===== src/rtl/spt_pkg.sv =====
// Shared types and constants for the stereo point triangulation block.
`default_nettype none

package spt_pkg;

   localparam int OUT_W   = 18;
   localparam int DISP_W  = 15;
   localparam int CSR_W   = 20;
   localparam int FB_W    = 36;
   localparam int YNUM_W  = 52;
   localparam int YDEN_W  = 36;

   typedef enum logic [2:0] {
      CSR_FOCAL_X  = 3'd0,
      CSR_FOCAL_Y  = 3'd1,
      CSR_CENTER_X = 3'd2,
      CSR_CENTER_Y = 3'd3,
      CSR_BASELINE = 3'd4
   } csr_index_type;

   // Divider operands plus the sideband that travels beside them.
   typedef struct packed {
      logic              valid;
      logic              disp_ok;
      logic              x_neg;
      logic              y_neg;
      logic [15:0]       disp;
      logic [FB_W-1:0]   z_num;
      logic [31:0]       x_num;
      logic [YNUM_W-1:0] y_num;
      logic [YDEN_W-1:0] y_den;
   } front_type;

   typedef struct packed {
      logic        valid;
      logic        disp_ok;
      logic        x_neg;
      logic        y_neg;
      logic [15:0] disp;
   } side_type;

endpackage

`default_nettype wire


===== src/rtl/spt_divider.sv =====
// Pipelined restoring divider, one quotient bit per stage, with overflow flag.
`default_nettype none

module spt_divider
   import spt_pkg::*;
#(
   parameter int NW = 36,
   parameter int DW = 16,
   parameter int QW = 18
) (
   input  wire logic          clock,
   input  wire logic          advance,
   input  wire logic [NW-1:0] num_in,
   input  wire logic [DW-1:0] den_in,
   output logic      [QW-1:0] quot_out,
   output logic               ovf_out
);

   localparam int EW = (NW > DW + QW) ? NW : DW + QW;

   logic [EW-1:0] rem_ff [0:QW];
   logic [DW-1:0] den_ff [0:QW];
   logic [QW-1:0] quot_ff [0:QW];
   logic          ovf_ff [0:QW];

   always_ff @(posedge clock) begin
      if (advance) begin
         rem_ff[0]  <= EW'(num_in);
         den_ff[0]  <= den_in;
         quot_ff[0] <= '0;
         // quotient would not fit in QW bits
         ovf_ff[0]  <= EW'(num_in) >= (EW'(den_in) << QW);
      end
   end

   for (genvar k = 1; k <= QW; k++) begin : g_stage
      localparam int SH = QW - k;
      logic [EW-1:0] shifted;
      logic          fits;
      logic [EW-1:0] rem_in;
      logic [QW-1:0] quot_in;

      always_comb begin
         shifted = EW'(den_ff[k-1]) << SH;
         fits    = rem_ff[k-1] >= shifted;
         rem_in  = fits ? rem_ff[k-1] - shifted : rem_ff[k-1];
         quot_in = quot_ff[k-1] | (fits ? (QW'(1) << SH) : '0);
      end

      always_ff @(posedge clock) begin
         if (advance) begin
            rem_ff[k]  <= rem_in;
            den_ff[k]  <= den_ff[k-1];
            quot_ff[k] <= quot_in;
            ovf_ff[k]  <= ovf_ff[k-1];
         end
      end
   end

   assign quot_out = quot_ff[QW];
   assign ovf_out  = ovf_ff[QW];

endmodule

`default_nettype wire


===== config.mk =====
export PLATFORM = sky130hd
export DESIGN_NAME = spt_divider
export DESIGN_NICKNAME = d
export VERILOG_FILES = /design/src/rtl/spt_pkg.sv /design/src/rtl/spt_divider.sv
export SDC_FILE = /design/constraint.sdc
export NUM_CORES = 2
export LEC_CHECK = 0
export ABC_AREA = 1
export BUFFER_PORTS_ARGS = -buffer_cell sky130_fd_sc_hd__buf_2
export CAP_MARGIN = 20
export CORE_MARGIN = 4
export CORE_UTILIZATION = 29
export CTS_CLUSTER_SIZE = 20
export DETAILED_ROUTE_END_ITERATION = 7
export HOLD_SLACK_MARGIN = 0.12
export PLACE_DENSITY = 0.42
export SETUP_SLACK_MARGIN = 0.2
export SYNTH_ARGS = -nofsm -noshare
export SYNTH_HDL_FRONTEND = slang
export SYNTH_SLANG_ARGS = --single-unit

===== constraint.sdc =====
create_clock -name clock -period 2.1 [get_ports clock]
set_input_delay 0.42 -clock clock [delete_from_list [all_inputs] [get_ports clock]]
set_output_delay 0.42 -clock clock [all_outputs]
set_load 0.05 [all_outputs]

; Yosys cells after proc, flatten, opt, wreduce, memory -nomap -nowiden
; Memories as Yosys holds them, arrays and structs flattened.
; Index checks and enable logic that the tools add are counted.
[totals]
register_bits = 0
ramBits = 1349
input_bits = 54
output_inout_bits = 19
elab_cells = 97
memories = 4
[mem_list]
columns = name, words, word_bits, rd, rd_ports_with_merged_regs, write_ports, line
row1 = rem_ff, 19, 36, 18, 0, 19, spt_divider.sv:21  ; logic [EW-1:0] rem_ff [0:QW];
row2 = quot_ff, 19, 18, 19, 0, 19, spt_divider.sv:23  ; logic [QW-1:0] quot_ff [0:QW];
row3 = den_ff, 19, 16, 18, 0, 19, spt_divider.sv:22  ; logic [DW-1:0] den_ff [0:QW];
row4 = ovf_ff, 19, 1, 19, 0, 19, spt_divider.sv:24  ; logic ovf_ff [0:QW];
[op_classes]
addsub = 18
order_cmp = 19
muxes = 38
bitwise_logic = 18
[op_table]
columns = cell, count
row1 = 36-bit 2-to-1 mux, 18
row2 = 36-bit by 16-bit >= comparator with 1-bit output, 1
row3 = 36-bit by 17-bit >= comparator with 1-bit output, 1
row4 = 36-bit by 18-bit >= comparator with 1-bit output, 1
row5 = 36-bit by 19-bit >= comparator with 1-bit output, 1
row6 = 36-bit by 20-bit >= comparator with 1-bit output, 1
row7 = 36-bit by 21-bit >= comparator with 1-bit output, 1
row8 = 36-bit by 22-bit >= comparator with 1-bit output, 1
row9 = 36-bit by 23-bit >= comparator with 1-bit output, 1
row10 = 36-bit by 24-bit >= comparator with 1-bit output, 1
row11 = 36-bit by 25-bit >= comparator with 1-bit output, 1
row12 = 36-bit by 26-bit >= comparator with 1-bit output, 1
row13 = 36-bit by 27-bit >= comparator with 1-bit output, 1
row14 = 36-bit by 28-bit >= comparator with 1-bit output, 1
row15 = 36-bit by 29-bit >= comparator with 1-bit output, 1
row16 = 36-bit by 30-bit >= comparator with 1-bit output, 1
row17 = 36-bit by 31-bit >= comparator with 1-bit output, 1
row18 = 36-bit by 32-bit >= comparator with 1-bit output, 1
row19 = 36-bit by 33-bit >= comparator with 1-bit output, 1
row20 = 36-bit by 34-bit >= comparator with 1-bit output, 1
row21 = 36-bit by 16-bit subtractor with 36-bit output, 1
row22 = 36-bit by 17-bit subtractor with 36-bit output, 1
row23 = 36-bit by 18-bit subtractor with 36-bit output, 1
row24 = 36-bit by 19-bit subtractor with 36-bit output, 1
row25 = 50 further kinds, 52

; Logic depth before layout (Yosys ltp)
; An unclocked memory read counts as a cell.
[depth]
ltp_word = 4
depth_mapped = 16
mapped_depth_nobuf = 16

; Least setup slack after synthesis
; Ideal clock, no wire load.
[synth_path]
path_kind = flip-flop to flip-flop
start = mem den_ff[11][0]
end = mem rem_ff[12][20] (netlist name) (data pin)
setup_ns = 0.252
arrival_ns = 1.982
required_ns = 1.848
setup_slack_ns = -0.134
stages_incl_launch_ff = 16
n_path_buf = 1
period_less_slack_ns = 2.234
path_cell_list = edfxtp_1 > ha_1 > fa_1 > inv_1 > nand3_1 > nand2_2 > nand2_1 > nand2_1 > nand2_1 > nand2_2 > nand2_2 > nand2_4 > inv_4 > buf_6 > nand2_1 > nand2_1
[synth_rtl]
columns = item, line
row1 = "start, declared", spt_divider.sv:22
row2 = "end, declared", spt_divider.sv:21

==> impl_metrics.yaml <==
flow_run:
  maxCapViolCount: 0
synthesis:
  yosysMostFrequentCell: "nand2_1"
  synth_area_leaders: "edfxtp_1 (51%), nand2_1 (14%), inv_1 (7.3%)"
  yosysUniqueCellTypes: 60
  synth-async-reset-ratio: 0
  synth_common_cells: "nand2_1 (2501), inv_1 (1293), edfxtp_1 (1126)"
  avgSynthCellArea_sq_um: 8.55
  synthCells: 7820
  yosys.area.top_type: "edfxtp_1"
  ys_seq_area_frac: 0.505
  ys_warn_count: 0
  syn-cell-area_sq_um: 66900
  synth_edf_count: 1126
  ys_ff_latch: 1126
  synthFlopType: "edfxtp_1"
  syn_nets: 8195
  synth_top_area_frac: 0.505
layout:
  drive_above_1_share: 0.435
  n_fill_cell: 22100
  instances_no_fill: 13400
  fin_nets: 10600
  syn_to_final_growth_pct: 55.9
drt:
  vias: 61300
  drtIter0Drc: 4016
  totalWireLength_um: 250000
  wire_per_inst_um: 18.7
  final_antenna_net_count: 0
  via_per_inst: 4.59
  first_pass_iters: 6
  drc: 0
placed_design:
  post-place-cells: 12500
  place_ws_ps: -451
  place_congestion: 0.927
  hpwlAfterDp_um: 191000
  io_buffers: 72
setup_path:
  critPathRequiredTime_ps: 2680
  critPathLaunchType: "flip-flop"
  ff2ff_setup_slack_ps: -270
  arrival_ps: 2950
  crit_fanout: 6
  crit_type: "flip-flop to flip-flop"
  cp-end-kind: "flip-flop"
floorplanning:
  start_util: 0.291
  pin_count: 73
  die-area_sq_um: 238000
  core_sq_um: 230000
  die_w_um: 488
  rows: 176
  die_y_um: 488
clock_network:
  cts_tree: "yes"
  clk_latency_ps: 840
  cts.htree.levels: 4
  clk_pin_slew_ps: 60
  root_buffer: "clkbuf_16"
  clock_path_buffers: 3
  cts_sinks: 1126
  cts_buffers: 144
global_route:
  grt_pass1_vias: 59500
  grt_usage: 0.201
  grt_overflow: 0
  antenna_found_initial: 3
  grt_max_degree: 75
  grt_pass1_wl_um: 365000
sta:
  max_freq_mhz: 422
  setup_viol: 430
  finClkSkew_ps: 41.0
  drv_slew: 0
  slew_headroom: 0.588
  rsz0062_at_grt: "true"
  worst_slack_ps: -271
  finalHoldViolations: 0
  worst_slew_pin_slew_ps: 617
  tns_ps: -48430
  fin_crit_ps: 2370
  fin_crit_sh: 1.13
power_and_ir_drop:
  powerDensity_nw_per_um2: 1160
  ir_drop_v: 0.000863
  leakage_nw: 46.2
run_status:
  violations: "negative setup slack"
  status: "complete, but fails checks"
worst_hold_path:
  worstHoldPathType: "input pin to flip-flop"
==> flip-flops by register name, summed over array words and instances, names as in the netlist <==
signal,cells
rem_ff,648
ovf_ff,19
quot_ff,171
den_ff,288
==> area by class of cell <==
class                      count  area, sq um  area share
antenna                        2         5.00   0.0000480
clock buffer                 160         3660      0.0351
clock inverter               106         1410      0.0135
inverter                    1317         5060      0.0485
multi-input combinational   5315        36700       0.352
sequential                  1126        33800       0.324
tap                         3026         3790      0.0363
timing repair buffer        2304        19700       0.189
timing repair inverter         8          100    0.000960
==> placed cells by master, fill, tap and decap left out, drive strengths merged, types with 53 or more instances in the layout <==
cell,instances
ha,304
clkinv,68
clkbuf,178
dlygate4sd3,53
nand2,2573
edfxtp,1126
nor2,699
nand4,183
inv,1330
buf,2232
a21oi,408
xnor2,56
nor3,122
xor2,121
o21ai,227
nand3,477
==> report_power, final <==
| group | internal, mW | switching [mW] |
|---|---|---|
| Clock | 15.4 | 10.9 |
| Combinational | 28.4 | 32.3 |
| Sequential | 30.1 | 3.76 |
| Total | 73.9 | 46.9 |
==> layer usage <==
| layer | global-route usage | vias to the layer above | routed length (um) |
|---|---|---|---|
| li1 | - | 30400 | - |
| met1 | 0.295 | 29400 | 122000 |
| met2 | 0.319 | 1192 | 113000 |
| met3 | 0.0196 | 247 | 9630 |
| met4 | 0.0461 | 0 | 5000 |
| met5 | 0 | - | 0 |
==> what timing repair did <==
action / 4_1_cts / 5_1_grt
hold endpoints to repair: 75 / 0
pin swaps: 341 / 399
hold buffers: 53 / 0
gates cloned: 35 / 21
resized for setup: 1150 / 1138
setup endpoints to repair: 495 / 488
setup buffers: 311 / 172
==> through the flow <==
step | cell area (sq um) | power [mW] | utilization | hold slack [ps]
final | 104000 | 121 | 0.454 | 305
after global routing | 104000 | 128 | 0.454 | 252
after CTS | 98100 | 115 | 0.427 | 203
after detailed placement | 84500 | 79.8 | 0.368 | 405
after global placement | 84500 | 79.9 | 0.368 | 400
after floorplan | 68000 | 56.1 | - | 400
==> worst paths after layout <==
kind                                                start                         to  depth (start not counted)
worst min-delay path                            num_in[7]     rem_ff[0][7]$_DFFE_PP_                          2
worst max-delay path              rem_ff[5][21]$_DFFE_PP_    rem_ff[6][20]$_DFFE_PP_                         12
worst min register to register  quot_ff[16][14]$_DFFE_PP_  quot_ff[17][14]$_DFFE_PP_                          0
worst max register to register    rem_ff[5][21]$_DFFE_PP_    rem_ff[6][20]$_DFFE_PP_                         12
==> kinds of logic (layout without fill, tap and decap cells) <==
group | Yosys count | after routing | share of synthesized area
other cells | 0 | 2 | 0
flops | 1126 | 1126 | 0.505
xor+xnor | 177 | 177 | 0.0232
buf+inv | 1381 | 3895 | 0.0844
compound gates | 681 | 681 | 0.0612
simple gates | 4134 | 4136 | 0.264
fa+ha+maj | 321 | 321 | 0.0619
==> worst max-delay path, cell delays in order (launching register included) <==
cell       delay [ps]
edfxtp_1          440
ha_4              290
buf_4             140
a21oi_4           160
o21ai_2            80
nand2_1            80
nand2_2            80
a21oi_4           200
nand2_4           120
buf_6             150
bufbuf_16         260
nand2_1            60
nand2_2            50
Note: power is estimated with default switching activity, not from simulation.
