<file path="config.mk">
export PLATFORM = sky130hd
export DESIGN_NAME = spt_front
export DESIGN_NICKNAME = d
export VERILOG_FILES = /design/src/rtl/spt_pkg.sv /design/src/rtl/spt_front.sv
export SDC_FILE = /design/constraint.sdc
export NUM_CORES = 2
export LEC_CHECK = 0
export BUFFER_PORTS_ARGS = -buffer_cell sky130_fd_sc_hd__buf_2
export CAP_MARGIN = 10
export CORE_AREA = 2 2 433 435
export DETAILED_ROUTE_END_ITERATION = 6
export DIE_AREA = 0 0 435 437
export GPL_TIMING_DRIVEN = 0
export MAX_ROUTING_LAYER = met4
export SETUP_SLACK_MARGIN = 0.1
export SKIP_CTS_REPAIR_TIMING = 1
export SYNTH_ARGS = -nofsm -noshare
export SYNTH_HDL_FRONTEND = slang
export SYNTH_SLANG_ARGS = --single-unit
</file>
<file path="constraint.sdc">
create_clock -name clock -period 16.05 [get_ports clock]
set_input_delay 2.4075 -clock clock [delete_from_list [all_inputs] [get_ports clock]]
set_output_delay 2.4075 -clock clock [all_outputs]
set_load 0.02 [all_outputs]
</file>
<file path="src/rtl/spt_pkg.sv">
// Shared types and constants for the stereo point triangulation block.
`default_nettype none

package spt_pkg;

   localparam int OUT_W   = 18;
   localparam int DISP_W  = 15;
   localparam int CSR_W   = 20;
   localparam int FB_W    = 36;
   localparam int YNUM_W  = 52;
   localparam int YDEN_W  = 36;

   typedef enum logic [2:0] {
      CSR_FOCAL_X  = 3'd0,
      CSR_FOCAL_Y  = 3'd1,
      CSR_CENTER_X = 3'd2,
      CSR_CENTER_Y = 3'd3,
      CSR_BASELINE = 3'd4
   } csr_index_type;

   // Divider operands plus the sideband that travels beside them.
   typedef struct packed {
      logic              valid;
      logic              disp_ok;
      logic              x_neg;
      logic              y_neg;
      logic [15:0]       disp;
      logic [FB_W-1:0]   z_num;
      logic [31:0]       x_num;
      logic [YNUM_W-1:0] y_num;
      logic [YDEN_W-1:0] y_den;
   } front_type;

   typedef struct packed {
      logic        valid;
      logic        disp_ok;
      logic        x_neg;
      logic        y_neg;
      logic [15:0] disp;
   } side_type;

endpackage

`default_nettype wire

</file>
<file path="src/rtl/spt_front.sv">
// Front end: disparity, offsets and the products that feed the dividers.
`default_nettype none

module spt_front
   import spt_pkg::*;
#(
   parameter int FRAC_BITS = 4
) (
   input  wire logic        clock,
   input  wire logic        reset,
   input  wire logic        advance,
   input  wire logic        in_valid,
   input  wire logic [15:0] left_x,
   input  wire logic [15:0] left_y,
   input  wire logic [15:0] right_x,
   input  wire logic [19:0] focal_x,
   input  wire logic [19:0] focal_y,
   input  wire logic [15:0] center_x,
   input  wire logic [15:0] center_y,
   input  wire logic [15:0] baseline,
   output front_type        front_out
);

   localparam logic [16:0] DISP_MIN = 17'(((1 << FRAC_BITS) + 9) / 10);
   localparam logic [31:0] DISP_MAX = 32'(1536 << FRAC_BITS);

   // stage 1
   logic              s1_valid_ff;
   logic              s1_ok_ff;
   logic [16:0]       s1_disp_ff;
   logic [16:0]       s1_dx_ff;
   logic [16:0]       s1_dy_ff;
   logic [FB_W-1:0]   s1_fb_ff;
   logic [16:0]       disp_in;
   logic              ok_in;

   // stage 2
   logic              s2_valid_ff;
   logic              s2_ok_ff;
   logic              s2_xneg_ff;
   logic              s2_yneg_ff;
   logic [15:0]       s2_disp_ff;
   logic [FB_W-1:0]   s2_fb_ff;
   logic [31:0]       s2_xnum_ff;
   logic [33:0]       s2_yhi_ff;
   logic [33:0]       s2_ylo_ff;
   logic [YDEN_W-1:0] s2_yden_ff;
   logic [15:0]       xmag;
   logic [15:0]       ymag;

   // stage 3
   front_type         s3_ff;
   front_type         s3_in;

   always_comb begin
      disp_in = {1'b0, left_x} - {1'b0, right_x};
      ok_in   = !disp_in[16] && (disp_in >= DISP_MIN) && (32'(disp_in) <= DISP_MAX)
                && (focal_y != '0);
   end

   always_ff @(posedge clock) begin
      if (reset) begin
         s1_valid_ff <= 1'b0;
      end else if (advance) begin
         s1_valid_ff <= in_valid;
      end
   end

   always_ff @(posedge clock) begin
      if (advance) begin
         s1_ok_ff   <= ok_in;
         s1_disp_ff <= disp_in;
         s1_dx_ff   <= {1'b0, left_x} - {1'b0, center_x};
         s1_dy_ff   <= {1'b0, left_y} - {1'b0, center_y};
         s1_fb_ff   <= FB_W'(focal_x) * FB_W'(baseline);
      end
   end

   always_comb begin
      xmag = s1_dx_ff[16] ? 16'(17'd0 - s1_dx_ff) : s1_dx_ff[15:0];
      ymag = s1_dy_ff[16] ? 16'(17'd0 - s1_dy_ff) : s1_dy_ff[15:0];
   end

   always_ff @(posedge clock) begin
      if (reset) begin
         s2_valid_ff <= 1'b0;
      end else if (advance) begin
         s2_valid_ff <= s1_valid_ff;
      end
   end

   // split the wide y product into two 16x18 halves
   always_ff @(posedge clock) begin
      if (advance) begin
         s2_ok_ff   <= s1_ok_ff;
         s2_xneg_ff <= s1_dx_ff[16];
         s2_yneg_ff <= s1_dy_ff[16];
         s2_disp_ff <= s1_disp_ff[15:0];
         s2_fb_ff   <= s1_fb_ff;
         s2_xnum_ff <= 32'(xmag) * 32'(baseline);
         s2_yhi_ff  <= 34'(ymag) * 34'(s1_fb_ff[35:18]);
         s2_ylo_ff  <= 34'(ymag) * 34'(s1_fb_ff[17:0]);
         s2_yden_ff <= YDEN_W'(focal_y) * YDEN_W'(s1_disp_ff[15:0]);
      end
   end

   always_comb begin
      s3_in.valid   = s2_valid_ff;
      s3_in.disp_ok = s2_ok_ff;
      s3_in.x_neg   = s2_xneg_ff;
      s3_in.y_neg   = s2_yneg_ff;
      s3_in.disp    = s2_disp_ff;
      s3_in.z_num   = s2_fb_ff;
      s3_in.x_num   = s2_xnum_ff;
      s3_in.y_num   = (YNUM_W'(s2_yhi_ff) << 18) + YNUM_W'(s2_ylo_ff);
      s3_in.y_den   = s2_yden_ff;
   end

   always_ff @(posedge clock) begin
      if (reset) begin
         s3_ff.valid <= 1'b0;
      end else if (advance) begin
         s3_ff.valid <= s3_in.valid;
      end
   end

   always_ff @(posedge clock) begin
      if (advance) begin
         s3_ff.disp_ok <= s3_in.disp_ok;
         s3_ff.x_neg   <= s3_in.x_neg;
         s3_ff.y_neg   <= s3_in.y_neg;
         s3_ff.disp    <= s3_in.disp;
         s3_ff.z_num   <= s3_in.z_num;
         s3_ff.x_num   <= s3_in.x_num;
         s3_ff.y_num   <= s3_in.y_num;
         s3_ff.y_den   <= s3_in.y_den;
      end
   end

   assign front_out = s3_ff;

endmodule

`default_nettype wire

</file>
# After elaboration in Yosys (flattened, before gate mapping)
# Index checks and enable logic that the tools add are counted.
# word_totals
regBits	456
latchBits	0
mem_bits_rw	0
rom_bits	0
input_bits	140
out_inout_bits	176
word_cells	45
memories	0
# classes
add_sub_neg	6
multipliers	5
n_div	0
n_lt_le_gt_ge	2
eq_ne	0
n_shift	0
mux	2
n_bitwise	0
reduce_logical	5
# op_table
op	n
$mul 20x16->36	2
$mul 16x18->34	2
$add 52x34->52	1
$sub 16x16->17	3
$mul 16x16->32	1
$mux 16	2
$sub 1x16->16 const A	2
$reduce_bool 20->1	1
$ge 17x2->1 const B	1
$le 17x15->1 const B	1
$logic_and 1x1->1	3
$logic_not 1->1	1

# Logic depth before layout (Yosys ltp)
# logic_depth
word_depth	5
mapped_depth	34
ltp_nobuf	30

# Worst setup path after synthesis
# No wires, ideal clock.
# synth_timing
path_kind	input port to flip-flop
from	input port baseline[1]
to	register s1_fb_ff[32], data pin
setup_time_ps	260
t_arrival_ps	8143
t_required_ps	15790
path_slack_ps	7647
stages	24
n_path_buf	2
path_cell_list	clkbuf_1 clkbuf_1 nand2_1 fa_1 inv_1 fa_1 inv_1 fa_1 inv_1 fa_1 inv_1 fa_1 inv_1 fa_1 ha_1 and4_1 nor2b_1 o311ai_0 o21ai_1 o21a_1 a2111oi_0 o21bai_1 a21oi_1 xnor2_1
# synth_via
elab_chain_cells	1
# synth_lines
element	line_no	rtl
start: declaration	spt_front.sv:20	input wire logic [15:0] baseline,
$mul 20x16->36	spt_front.sv:75	s1_fb_ff <= FB_W'(focal_x) * FB_W'(baseline);
end signal: assignment	spt_front.sv:75	
end: declaration	spt_front.sv:33	logic [FB_W-1:0] s1_fb_ff;
# Every way passes these cells.
# A chain may end at the register's enable or synchronous reset.

# Worst setup path in the final report
# layout_timing
from	register s1_dy_ff[0]
to	register s2_ylo_ff[32], data pin
# layout_via
elab_chain_cells	3
# layout_lines
element	line_no	rtl
start: declaration	spt_front.sv:32	logic [16:0] s1_dy_ff;
start signal: assignment	spt_front.sv:74	s1_dy_ff <= {1'b0, left_y} - {1'b0, center_y};
$sub 1x16->16	spt_front.sv:81	ymag = s1_dy_ff[16] ? 16'(17'd0 - s1_dy_ff) : s1_dy_ff[15:0];
$mux 16 (*)	spt_front.sv:81	
$mul 16x18->34 (*)	spt_front.sv:102	s2_ylo_ff <= 34'(ymag) * 34'(s1_fb_ff[17:0]);
end signal: assignment	spt_front.sv:102	
end: declaration	spt_front.sv:46	logic [33:0] s2_ylo_ff;
# Every way passes the cells marked *; elsewhere a longest branch is shown, timed or not.

==> metrics.cfg <==
[logic_synthesis]
post-synth-top-count-cell = sky130_fd_sc_hd__inv_1
synth.area.mux_share_pct = 0.0465
synth_edf_count = 453
post_synth_inst_count = 6455
synth_compound_gate_area_share_pct = 5.21
syn_nets = 8335
synth-adder-area-share_pct = 47.0
synth.top_cell.area_share_pct = 35.4
synth_top_family_by_area = adder cells
synth_top_area_cell = sky130_fd_sc_hd__fa_1
synth.yosys.seq_area_share_pct = 21.1
synth.area.top_cells = sky130_fd_sc_hd__fa_1, sky130_fd_sc_hd__edfxtp_1, sky130_fd_sc_hd__ha_1
synth-main-ff-cell = sky130_fd_sc_hd__edfxtp_1
netlist_area_um2 = 64600
synth-simple-area-share_pct = 14.0
proportion_of_synthesized_flip_flops_having_asynchronous_set_or_reset_pct = 0
synthTopCellsByCount = sky130_fd_sc_hd__inv_1, sky130_fd_sc_hd__fa_1, sky130_fd_sc_hd__nand2_1
postSynthRegisterBits = 456
unique_cell_type_count_in_the_yosys_netlist = 74
synth_warnings = 0
synthXorXnorAreaFrac_pct = 3.31
avgSynthCellArea_um2 = 10.0

[timing]
finalHoldViolCount = 0
worst_clock_skew_ns = 0.0568
max_slew.worst_pin.slew_ns = 1.19
fin_crit_sh_pct = 68.3
slew_violations = 0
timing.final.crit_period_ns = 10.96
finalSetupViolCount = 0
setup-tns-final_ns = 0
clock.fmax_mhz = 91.3
timing.hold.ws_ns = 0.407
rsz0062_at_grt = false
slew_headroom_pct = 20.4

[route]
ant_nets = 0
post_drt_wl_per_cell_um = 20.2
drt_pass1_iterations = 7
detailroute.via_count = 45100
drc_errors = 1
detail_route.vias_per_cell = 4.81
drt_iter0_drc = 2746
detail_route.wirelength_um = 189000

[clock_network]
worst_skew_pair.late_latency_ns = 0.72
cts_tree = built
clock_tree.root_cell = sky130_fd_sc_hd__clkbuf_16
clk_pin_slew_ns = 0.06
cts_htree_levels = 2
number_of_buffers_created_by_cts = 58
ctsLongestPathBuffers = 3
clock_sinks = 456

[worst_setup_path]
r2r-end = s2_ylo_ff[32]$_DFFE_PP_
worst-r2r-setup-slack_ns = 5.09
cp_data_arrival_time_ns = 11.35
critPathLaunchType = register
worst-path-buf-inv = 7
criticalPathCategory = reg2reg
critical-path-top-delay-family = adder cells
setup.worst_path.end_class = register
critical_path.slowest_cell = sky130_fd_sc_hd__xnor2_1
critical_path.reg2reg.startpoint = s1_dy_ff[0]$_DFFE_PP_
critical_path_peak_fanout = 10
worst_path_largest_cell_delay_ns = 0.91
required_ns = 16.45
worstRegToRegCells = 30
cp_common_cell = sky130_fd_sc_hd__fa_1

[hold_path]
hold_critical_path_depth = 0
hold_start = s2_fb_ff[6]$_DFFE_PP_
min_to = front_out[126]$_DFFE_PP_
hold_path.class = reg2reg

[placement]
half_perimeter_wire_length_after_placement_um = 157000
dpl.cell_count = 9249
routabilityCongestion = 0.956
port-buffer-count = 300

[grt]
gr-usage-all-layers_pct = 20.7
grt-ovfl-total = 0
grt_max_degree = 114
grt-busiest-layer = met2
grt_pass1_vias = 48300
groute.layer.met1.usage_pct = 25.0
grt.met3_usage_pct = 2.40
grt_antenna_before_repair = 11
grt_pass1_wl_um = 292000
met2_usage_pct = 35.4

[finish]
layout.nets = 8709
postLayoutCoreUtil_pct = 38.8
post_layout_nonfiller_instances = 9362
multi_input_comb_area_um2 = 45000
fillerInstances = 18600
final_layout_size_suffix_gt1_share_pct = 6.44
area.sequential_um2 = 13700
areaGrowthSynthToFinish_pct = 11.0

[die]
effective_utilization_at_floorplan_pct = 34.9
die_width_um = 435
fp.coreArea_um2 = 185000
dieArea_um2 = 190000
dieHeight_um = 437
io_pins = 316
core.rowCount = 158

[status]
failed_checks = design-rule violations
run_status = finished with violations

[job]
max_cap_violations = 0

-- worst max-delay path by stage --
stage,end,startpoint,cells after the start,slack [ns]
6_report,s2_ylo_ff[32]$_DFFE_PP_,s1_dy_ff[0]$_DFFE_PP_,30,5.09
5_1_grt,s2_ylo_ff[32]$_DFFE_PP_,s1_dy_ff[0]$_DFFE_PP_,30,4.48
4_1_cts,s2_ylo_ff[32]$_DFFE_PP_,s1_dy_ff[0]$_DFFE_PP_,30,4.80
3_5_place_dp,s2_ylo_ff[32]$_DFFE_PP_,s1_dy_ff[0]$_DFFE_PP_,30,4.83
3_3_place_gp,s2_ylo_ff[32]$_DFFE_PP_,s1_dy_ff[0]$_DFFE_PP_,28,4.50
2_1_floorplan,s1_fb_ff[32]$_DFFE_PP_,baseline[1],24,7.65
-- worst register-to-register path: cells and delay by family (launching register included) --
| kind | cells | cell delay, ns |
|---|---|---|
| fa+ha+maj | 8 | 3.60 |
| buf+inv | 7 | 2.47 |
| simple gates | 11 | 1.86 |
| compound gates | 3 | 1.47 |
| xor+xnor | 1 | 0.91 |
| flops | 1 | 0.35 |
-- routing by layer --
layer | vias up | part of all wire, %
met4 | 0 | 4.5
met2 | 1149 | 50
met3 | 278 | 4.4
met5 | - | 0
met1 | 23000 | 41
li1 | 20600 | -
-- through the flow --
step	area, um2	worst slack [ns]
floorplan	64600	7.65
global placement	69200	4.50
detailed placement	69600	4.83
CTS	71700	4.80
global route	71700	4.48
finish	71700	5.09
-- flip-flops by register name, summed over array words and instances (netlist names) --
| name | count |
|---|---|
| s2_xneg_ff | 1 |
| s1_disp_ff | 16 |
| s2_ylo_ff | 34 |
| s2_valid_ff | 1 |
| s1_fb_ff | 36 |
| s1_valid_ff | 1 |
| s1_dx_ff | 17 |
| s1_ok_ff | 1 |
| s2_yden_ff | 36 |
| s2_xnum_ff | 32 |
| s2_ok_ff | 1 |
| s1_dy_ff | 17 |
| s2_yhi_ff | 34 |
| s2_yneg_ff | 1 |
| front_out | 176 |
| s2_fb_ff | 36 |
| s2_disp_ff | 16 |
-- final cells by class --
| cell class | count | share of cell area [%] |
|---|---|---|
| repair buffers | 314 | 2.45 |
| clock buffers | 62 | 2.04 |
| clock inverters | 45 | 0.970 |
| diodes | 6 | 0.0209 |
| inverters | 1353 | 7.08 |
| flip-flops and latches | 456 | 19.0 |
| well taps | 2480 | 4.33 |
| plain buffers | 246 | 1.30 |
| multi-input cells | 4400 | 62.8 |
-- logic make-up (layout without fill, tap and decap cells) --
group | Yosys count | in the layout
AND/OR/NAND/NOR | 1900 | 1900
adder cells (fa/ha/maj) | 1740 | 1740
buffers and inverters | 1599 | 2020
AO/OA/AOI/OAI | 513 | 513
flip-flops | 456 | 456
XOR/XNOR | 244 | 244
multiplexers | 3 | 3
other | 0 | 6
-- layout by cell type (no fill, tap or decap), types with 25 or more instances in the layout --
cell / instances
sky130_fd_sc_hd__inv_1: 1352
sky130_fd_sc_hd__nor3_1: 35
sky130_fd_sc_hd__xor2_1: 67
sky130_fd_sc_hd__and2_1: 577
sky130_fd_sc_hd__nand3_1: 36
sky130_fd_sc_hd__buf_2: 301
sky130_fd_sc_hd__clkbuf_1: 244
sky130_fd_sc_hd__clkbuf_16: 58
sky130_fd_sc_hd__and3_1: 25
sky130_fd_sc_hd__nor2b_1: 34
sky130_fd_sc_hd__o21a_1: 26
sky130_fd_sc_hd__nand2_1: 977
sky130_fd_sc_hd__fa_1: 1142
sky130_fd_sc_hd__edfxtp_1: 453
sky130_fd_sc_hd__xnor2_1: 168
sky130_fd_sc_hd__o21ai_0: 76
sky130_fd_sc_hd__a21oi_1: 149
sky130_fd_sc_hd__ha_1: 598
sky130_fd_sc_hd__nor2_1: 129
sky130_fd_sc_hd__a21o_1: 77
Power is left out: the tool's default activity adds up to more than one toggle a clock period on the data nets, which glitch-free logic cannot reach.
